$ cat src/rtl/core/assert_macros.svh
// Assertion macros shared by the duplicate remover RTL.
// Depends on nothing; the assertion bodies are dropped when SYNTHESIS is defined.
`ifndef ASSERT_MACROS_SVH
`define ASSERT_MACROS_SVH
`ifndef SYNTHESIS
// Checked at every clock edge outside of reset.
`define SDR_ASSERT(label, prop, msg) \
    label: assert property (@(posedge i_clk) disable iff (!i_rst_n) prop) else $error(msg);
// Checked at every clock edge, during reset as well.
`define SDR_ASSERT_ALWAYS(label, prop, msg) \
    label: assert property (@(posedge i_clk) prop) else $error(msg);
`else
`define SDR_ASSERT(label, prop, msg)
`define SDR_ASSERT_ALWAYS(label, prop, msg)
`endif
`endif

$ cat src/rtl/core/sdr_pkg.sv
// Package for the stream duplicate remover: widths, depths, the item type
// and the search engine state type. Depends on nothing.
`timescale 1ns / 1ps

package sdr_pkg;

    // Data width of one list element.
    localparam int SDR_VALUE_W = 32;

    // Default number of distinct values the store can hold.
    localparam int SDR_DEPTH = 64;

    // Entries in the queue between the front and the search engine.
    localparam int SDR_QDEPTH = 2;

    // One accepted list element as it travels through the queue.
    typedef struct packed {
        logic signed [SDR_VALUE_W-1:0] value;
        logic                          last;
    } t_item;

    // Search engine states.
    typedef enum logic {
        S_IDLE,
        S_SCAN
    } t_state;

endpackage

$ cat src/rtl/core/sdr_front.sv
// Front end of the duplicate remover: accepts transactions into a short queue.
// Depends on sdr_pkg and assert_macros.svh.
`timescale 1ns / 1ps
`include "assert_macros.svh"

module sdr_front
    import sdr_pkg::*;
(
    input  logic                          i_clk,
    input  logic                          i_rst_n,
    input  logic                          start,
    output logic                          busy,
    input  logic signed [SDR_VALUE_W-1:0] i_value,
    input  logic                          i_last,
    input  logic                          i_pop,
    output logic                          o_item_valid,
    output t_item                         o_item
);

    localparam int QAW = (SDR_QDEPTH > 1) ? $clog2(SDR_QDEPTH) : 1;
    localparam int QCW = $clog2(SDR_QDEPTH + 1);

    t_item          r_q [SDR_QDEPTH];
    logic [QAW-1:0] r_wp;
    logic [QAW-1:0] n_wp;
    logic [QAW-1:0] r_rp;
    logic [QAW-1:0] n_rp;
    logic [QCW-1:0] r_cnt;
    logic [QCW-1:0] n_cnt;
    logic           full;
    logic           push;

    // The queue refuses new transactions only when it is full.
    assign full         = (r_cnt == QCW'(SDR_QDEPTH));
    assign busy         = full;
    assign push         = start && !full;
    assign o_item_valid = (r_cnt != '0);
    assign o_item       = r_q[r_rp];

    // Pointer and fill count updates.
    always_comb begin
        n_wp  = r_wp;
        n_rp  = r_rp;
        n_cnt = r_cnt;
        if (push) begin
            n_wp = (r_wp == QAW'(SDR_QDEPTH - 1)) ? '0 : r_wp + 1'b1;
        end
        if (i_pop) begin
            n_rp = (r_rp == QAW'(SDR_QDEPTH - 1)) ? '0 : r_rp + 1'b1;
        end
        if (push && !i_pop) begin
            n_cnt = r_cnt + 1'b1;
        end else if (!push && i_pop) begin
            n_cnt = r_cnt - 1'b1;
        end
    end

    // Control registers.
    always_ff @(posedge i_clk) begin
        if (!i_rst_n) begin
            r_wp  <= '0;
            r_rp  <= '0;
            r_cnt <= '0;
        end else begin
            r_wp  <= n_wp;
            r_rp  <= n_rp;
            r_cnt <= n_cnt;
        end
    end

    // Queue storage.
    always_ff @(posedge i_clk) begin
        if (push) begin
            r_q[r_wp] <= '{value: i_value, last: i_last};
        end
    end

    `SDR_ASSERT(a_cnt_bound, r_cnt <= QCW'(SDR_QDEPTH), "queue count above its depth")
    `SDR_ASSERT(a_pop_nonempty, i_pop |-> (r_cnt != '0), "pop from an empty queue")
    `SDR_ASSERT(a_cnt_up, (push && !i_pop) |=> (r_cnt == $past(r_cnt) + 1'b1),
        "queue count did not follow a push")

endmodule

$ cat src/rtl/core/sdr_back.sv
// Search engine of the duplicate remover: scans the store of distinct values
// and issues one result per transaction. Depends on sdr_pkg and assert_macros.svh.
`timescale 1ns / 1ps
`include "assert_macros.svh"

module sdr_back
    import sdr_pkg::*;
#(
    parameter int DEPTH = SDR_DEPTH
) (
    input  logic                          i_clk,
    input  logic                          i_rst_n,
    input  logic                          i_item_valid,
    input  t_item                         i_item,
    output logic                          o_pop,
    output logic                          o_strobe,
    output logic signed [SDR_VALUE_W-1:0] o_value_out,
    output logic                          o_keep,
    output logic                          o_last_out,
    output logic                          o_overflow
);

    localparam int CW = $clog2(DEPTH + 1);
    localparam int AW = (DEPTH > 1) ? $clog2(DEPTH) : 1;

    t_state                  r_state;
    t_state                  n_state;
    t_item                   r_item;
    logic [CW-1:0]           r_idx;
    logic [CW-1:0]           n_idx;
    logic                    r_pend;
    logic                    n_pend;
    logic [CW-1:0]           r_count;
    logic [CW-1:0]           n_count;
    logic [SDR_VALUE_W-1:0]  r_rdata;
    logic                    r_strobe;
    logic                    n_strobe;
    logic signed [SDR_VALUE_W-1:0] r_value_out;
    logic                    r_keep;
    logic                    r_last_out;
    logic                    r_overflow;
    logic                    match;
    logic                    issue;
    logic                    full;
    logic                    finish;
    logic                    rd_en;
    logic                    wr_en;
    logic [SDR_VALUE_W-1:0]  mem [DEPTH];

    // A match needs a returned read; entries at or above the fill count are never read.
    assign match = r_pend && (r_rdata == r_item.value);
    assign issue = (r_idx < r_count);
    assign full  = (r_count == CW'(DEPTH));

    // Next state: while a search runs, one store read issued per cycle, the previous one compared.
    always_comb begin
        n_state  = r_state;
        n_idx    = r_idx;
        n_pend   = r_pend;
        n_count  = r_count;
        n_strobe = 1'b0;
        o_pop    = 1'b0;
        rd_en    = 1'b0;
        wr_en    = 1'b0;
        finish   = 1'b0;
        unique case (r_state)
            S_IDLE: begin
                n_idx  = '0;
                n_pend = 1'b0;
                if (i_item_valid) begin
                    o_pop   = 1'b1;
                    n_state = S_SCAN;
                end
            end
            S_SCAN: begin
                priority if (match || !issue) begin
                    finish = 1'b1;
                end else begin
                    rd_en  = 1'b1;
                    n_idx  = r_idx + 1'b1;
                    n_pend = 1'b1;
                end
                if (finish) begin
                    n_strobe = 1'b1;
                    n_state  = S_IDLE;
                    wr_en    = !match && !full;
                    if (r_item.last) begin
                        n_count = '0;
                    end else if (wr_en) begin
                        n_count = r_count + 1'b1;
                    end
                end
            end
        endcase
    end

    // Control registers.
    always_ff @(posedge i_clk) begin
        if (!i_rst_n) begin
            r_state  <= S_IDLE;
            r_idx    <= '0;
            r_pend   <= 1'b0;
            r_count  <= '0;
            r_strobe <= 1'b0;
        end else begin
            r_state  <= n_state;
            r_idx    <= n_idx;
            r_pend   <= n_pend;
            r_count  <= n_count;
            r_strobe <= n_strobe;
        end
    end

    // Current transaction and result payload.
    always_ff @(posedge i_clk) begin
        if (o_pop) begin
            r_item <= i_item;
        end
        if (finish) begin
            r_value_out <= r_item.value;
            r_keep      <= !match;
            r_last_out  <= r_item.last;
            r_overflow  <= !match && full;
        end
    end

    // Store of distinct values: one write and one registered read per cycle.
    always_ff @(posedge i_clk) begin
        if (wr_en) begin
            mem[r_count[AW-1:0]] <= r_item.value;
        end
        if (rd_en) begin
            r_rdata <= mem[r_idx[AW-1:0]];
        end
    end

    assign o_strobe    = r_strobe;
    assign o_value_out = r_value_out;
    assign o_keep      = r_keep;
    assign o_last_out  = r_last_out;
    assign o_overflow  = r_overflow;

    `SDR_ASSERT(a_count_bound, r_count <= CW'(DEPTH), "fill count above store depth")
    `SDR_ASSERT(a_strobe_idle, r_strobe |-> (r_state == S_IDLE),
        "result issued while a search is still running")
    `SDR_ASSERT(a_last_clears, (r_strobe && r_last_out) |-> (r_count == '0),
        "fill count not cleared after the last element")
    `SDR_ASSERT(a_pop_idle, o_pop |-> (r_state == S_IDLE), "pop while a search is running")

endmodule

$ cat src/rtl/core/stream_duplicate_remover_unit.sv
// With the engine idle, an accepted transaction passes the queue, the idle state that pops
// it and a scan of the stored entries, which reads one entry at a time through the single
// store read port (a hit ends the scan early), before its result strobes.
// The engine takes one transaction at a time; a two-entry queue takes transactions meanwhile.
// Reset is synchronous, active low: clears the queue, the fill count and the engine;
// the store is not cleared. Results cannot be stalled by the receiver.
`timescale 1ns / 1ps

module stream_duplicate_remover_unit
    import sdr_pkg::*;
#(
    parameter int DEPTH = SDR_DEPTH
) (
    input  logic                          i_clk,
    input  logic                          i_rst_n,
    input  logic                          start,
    output logic                          busy,
    input  logic signed [SDR_VALUE_W-1:0] i_value,
    input  logic                          i_last,
    output logic                          o_strobe,
    output logic signed [SDR_VALUE_W-1:0] o_value_out,
    output logic                          o_keep,
    output logic                          o_last_out,
    output logic                          o_overflow
);

    logic  item_valid;
    t_item item;
    logic  pop;

    // Front: accepts transactions into the queue.
    sdr_front u_front (
        .i_clk        (i_clk),
        .i_rst_n      (i_rst_n),
        .start        (start),
        .busy         (busy),
        .i_value      (i_value),
        .i_last       (i_last),
        .i_pop        (pop),
        .o_item_valid (item_valid),
        .o_item       (item)
    );

    // Back: searches the store and issues the results.
    sdr_back #(
        .DEPTH (DEPTH)
    ) u_back (
        .i_clk        (i_clk),
        .i_rst_n      (i_rst_n),
        .i_item_valid (item_valid),
        .i_item       (item),
        .o_pop        (pop),
        .o_strobe     (o_strobe),
        .o_value_out  (o_value_out),
        .o_keep       (o_keep),
        .o_last_out   (o_last_out),
        .o_overflow   (o_overflow)
    );

endmodule

$ cat config.mk
export PLATFORM = sky130hd
export DESIGN_NAME = stream_duplicate_remover_unit
export DESIGN_NICKNAME = d
export VERILOG_FILES = /design/src/rtl/core/sdr_pkg.sv /design/src/rtl/core/sdr_front.sv /design/src/rtl/core/sdr_back.sv /design/src/rtl/core/stream_duplicate_remover_unit.sv
export VERILOG_INCLUDE_DIRS = /design/src /design/src/rtl/core
export SDC_FILE = /design/constraint.sdc
export NUM_CORES = 2
export LEC_CHECK = 0
export BUFFER_PORTS_ARGS = -buffer_cell sky130_fd_sc_hd__clkbuf_2
export CAP_MARGIN = 15
export CORE_MARGIN = 5
export CORE_UTILIZATION = 67
export DETAILED_ROUTE_END_ITERATION = 8
export PLACE_DENSITY_LB_ADDON = 0.2
export SETUP_SLACK_MARGIN = 0.2
export SLEW_MARGIN = 40
export SYNTH_ARGS = -nofsm -noshare
export SYNTH_HDL_FRONTEND = slang
export SYNTH_HIERARCHICAL = 1
export SYNTH_SLANG_ARGS = --single-unit
$ cat constraint.sdc
create_clock -name i_clk -period 10.21 [get_ports i_clk]
set_input_delay 1.021 -clock i_clk [delete_from_list [all_inputs] [get_ports i_clk]]
set_output_delay 1.021 -clock i_clk [all_outputs]
set_load 0.01 [all_outputs]
==> metrics <==
nets=3674; Mean Syn Cell Area=25.0 um^2; Startpoint Class=register; min-delay src=i_value[21]; Max clock buf depth=3; Routability Congestion=0.888; most common cell after layout, fill and taps aside=edfxtp_1; net switching power=0.00544 W; maxcap violations=0; Ports=73; Total Power=0.0217 W; Pre-antenna DRT Iters=6; share of the synthesized area in the top cell type=78.2%; Finished Layout Cells=5456; die height=366 um; Synth area leader=edfxtp_1; total wire length=221000 um; worst clock skew=0.0323 ns; Die Wd=366 um; Tot GR Track Use=33.6%; post-route setup slack=5.65 ns; post-synthesis mux area share=18.3%; total number of vias=40600; Clk Latency, worst-skew pair=0.84 ns; worst reg2reg setup slack=5.65 ns; largest net degree at the start of global routing=89; DR DRC count=0; synth warn=6; most frequent cells in the layout=2214 x edfxtp_1, 672 x mux4_2, 211 x clkbuf_16; period utilization=44.7%; H-tree Lvls=4; CTS Root Cell=clkbuf_16; worst min-delay path endpoint=u_front/r_q[0][22]$_DFFE_PP_; outcome=finished clean; asr flop ratio synth=0%; Reg clk slew, reported paths=0.06 ns; kind of critical path=register to register; post-DP HPWL=111000 um; Power Density=229 nW/um^2; post-cts repair resize count=0; top_reg_cell synth=edfxtp_1; Worst EP required=10.76 ns; cts hold-fix bufs=0; Setup-failing EPs final=0; clock share of power=34.6%; Place WS=5.36 ns; sequential element share of the synthesized area=78.7%; final hold vios=0; port buffer count=72; initial antenna violation count=13; P&R area growth vs syn=11.5%; CP Capture Type=register; global route overflow=0; switching part of the total=25.1%; XOR/XNOR Fraction of Synth Area=0.361%; synthesized area=85000 um^2; maximum vdd drop=0.288 mV; crit path DAT=5.12 ns; CTS sink count=2236; hold depth=1; RSZ-0062 raised after global routing=false; global-route wire length before repair=313000 um; post-synthesis simple-gate area fraction=1.20%; CTS buffer count=205; count of pins over their slew limit=0; die area=134000 um^2; core area=126000 um^2; max_slew headroom=42.0%; Worst Max-Slew Pin Slew=0.870 ns; R2R cell count=7; Int Pwr=0.0162 W; combinational cell fraction of total power=11.6%; Vias/cell=7.45; initial core utilization=67.5%; critical path peak fanout=52; critical path's most frequent cell=mux4_2; startpoint of the worst register-to-register path=u_back/r_idx[0]$_SDFFE_PN0N_; Syn Nets=3453; leakage=28.4 nW; Post-synth EDFFs=2214; DR iter-0 viols=7292; layout cells sized above 1=33.4%; setup total negative slack=0 ns; Synth cell types=53; flops & latches, synth=2236; HP Class=input pin to register; largest family of logic cells by synthesized area=multiplexers; placed cells=5070; vias in the first global route=41500; routed length per instance=40.5 um; complex-gate fraction of the synthesized area=0.322%; number of setup buffers added after CTS=0; Mapped Cells=3407; CP Cell Sequence=buf_12, buf_12, buf_6, buf_6, mux4_2, mux4_2, mux4_2; share of power burned in registers=53.8%; Fmax achieved=219 MHz; CP max-delay cell=buf_6; Routed Antenna Nets=0; Post-DP Area=88200 um^2; fin area=94800 um^2; Area contributors post-synth=edfxtp_1 78%, mux4_2 18%, dfxtp_1 0.52%; Post-Synth Adder-Cell Area=0.147%; row cnt=130; worst reg2reg path endpoint=u_back/r_rdata[16]$_DFFE_PP_; crit-path max cell delay=0.62 ns; CTS tree=done; fin crit period=4.56 ns
cell families (layout without fill, tap and decap cells):
kind of cell | after synthesis | in the layout
flops | 2236 | 2236
mux | 707 | 707
buf+inv | 200 | 596
simple gates | 181 | 181
compound gates | 38 | 38
xor+xnor | 35 | 35
fa+ha+maj | 10 | 10
other cells | 0 | 3
per-layer routing:
metal / global-route usage [%] / vias to the layer above / share of wire, %
met5: 0 / - / 0.019
met4: 11.6 / 6 / 4.0
met3: 7.97 / 530 / 13
met2: 53.1 / 3442 / 49
met1: 47.6 / 21400 / 34
li1: - / 15300 / -
critical path: cells and delay by family, from the launching register on:
kind / cells / cell delay (ns)
buf+inv: 4 / 1.86
mux: 3 / 1.70
flops: 1 / 0.60
worst max-delay path by stage:
| stage | from | depth (start not counted) | end | slack [ns] |
|---|---|---|---|---|
| after floorplan | u_back/r_item[14]$_DFFE_PP_ | 8 | u_back/mem[24][0]$_DFFE_PP_ | 4.35 |
| after global placement | u_back/r_idx[0]$_SDFFE_PN0N_ | 6 | u_back/r_rdata[17]$_DFFE_PP_ | 4.60 |
| after detailed placement | u_back/r_idx[0]$_SDFFE_PN0N_ | 7 | u_back/r_rdata[16]$_DFFE_PP_ | 5.36 |
| after CTS | u_back/r_idx[0]$_SDFFE_PN0N_ | 7 | u_back/r_rdata[16]$_DFFE_PP_ | 5.30 |
| after global routing | u_back/r_idx[0]$_SDFFE_PN0N_ | 7 | u_back/r_rdata[16]$_DFFE_PP_ | 5.27 |
| final | u_back/r_idx[0]$_SDFFE_PN0N_ | 7 | u_back/r_rdata[16]$_DFFE_PP_ | 5.65 |
metrics by stage:
| step | hold WS (ns) | utilization [%] |
|---|---|---|
| global route | 0.351 | 75.3 |
| detailed placement | 0.503 | 70.1 |
| CTS | 0.322 | 75.2 |
| finish | 0.384 | 75.3 |
| floorplan | 0.424 | - |
| global placement | 0.475 | 69.8 |
power by group through the flow:
stage / sequential, W / combinational, W / clock (W)
finish: 0.0117 / 0.00251 / 0.00750
global route: 0.0117 / 0.00260 / 0.00802
CTS: 0.0116 / 0.00244 / 0.00758
detailed placement: 0.0118 / 0.00239 / 0
global placement: 0.0118 / 0.00223 / 0
floorplan: 0.0124 / 0.000700 / 0
cell usage after synthesis (3+ instances only):
cell and count:
edfxtp_1 2214, mux4_2 672, clkbuf_1 95, nor4_1 53, buf_1 38, buf_2 32, mux2_2 30, xor2_1 24
dfxtp_1 22, nand2_1 21, and3_1 18, inv_1 18, nor2_1 18, nor3_1 18, nand3_1 17, buf_4 15
xnor2_1 11, ha_1 10, nand4_1 9, o21ai_0 6, a21oi_1 5, and2_1 5, o211ai_1 4, or3_1 4
a31oi_1 3, mux2_1 3, o21a_1 3, or2_2 3
layout make-up:
type / instances / area (um^2)
inverter: 19 / 71.3
sequential: 2236 / 66900
clock buffer: 258 / 5500
tap: 1650 / 2060
antenna: 3 / 7.51
clock inverter: 124 / 991
multi-input combinational: 971 / 17600
timing repair buffer: 195 / 1570
fill: 6329 / 31100
state kept, by name, summed over array words and instances (netlist names), named ones only:
name,flops
u_back/mem,2048
u_front/r_q,66
u_back/r_item,33
u_back/o_value_out,32
u_back/r_rdata,32
u_back/r_count,7
u_back/r_idx,7
u_front/r_cnt,2
u_back/o_keep,1
u_back/o_last_out,1
u_back/o_overflow,1
u_back/o_strobe,1
u_back/r_pend,1
u_back/r_state,1
u_front/r_rp,1
u_front/r_wp,1
No activity file was read; power rests on OpenSTA's default activity.
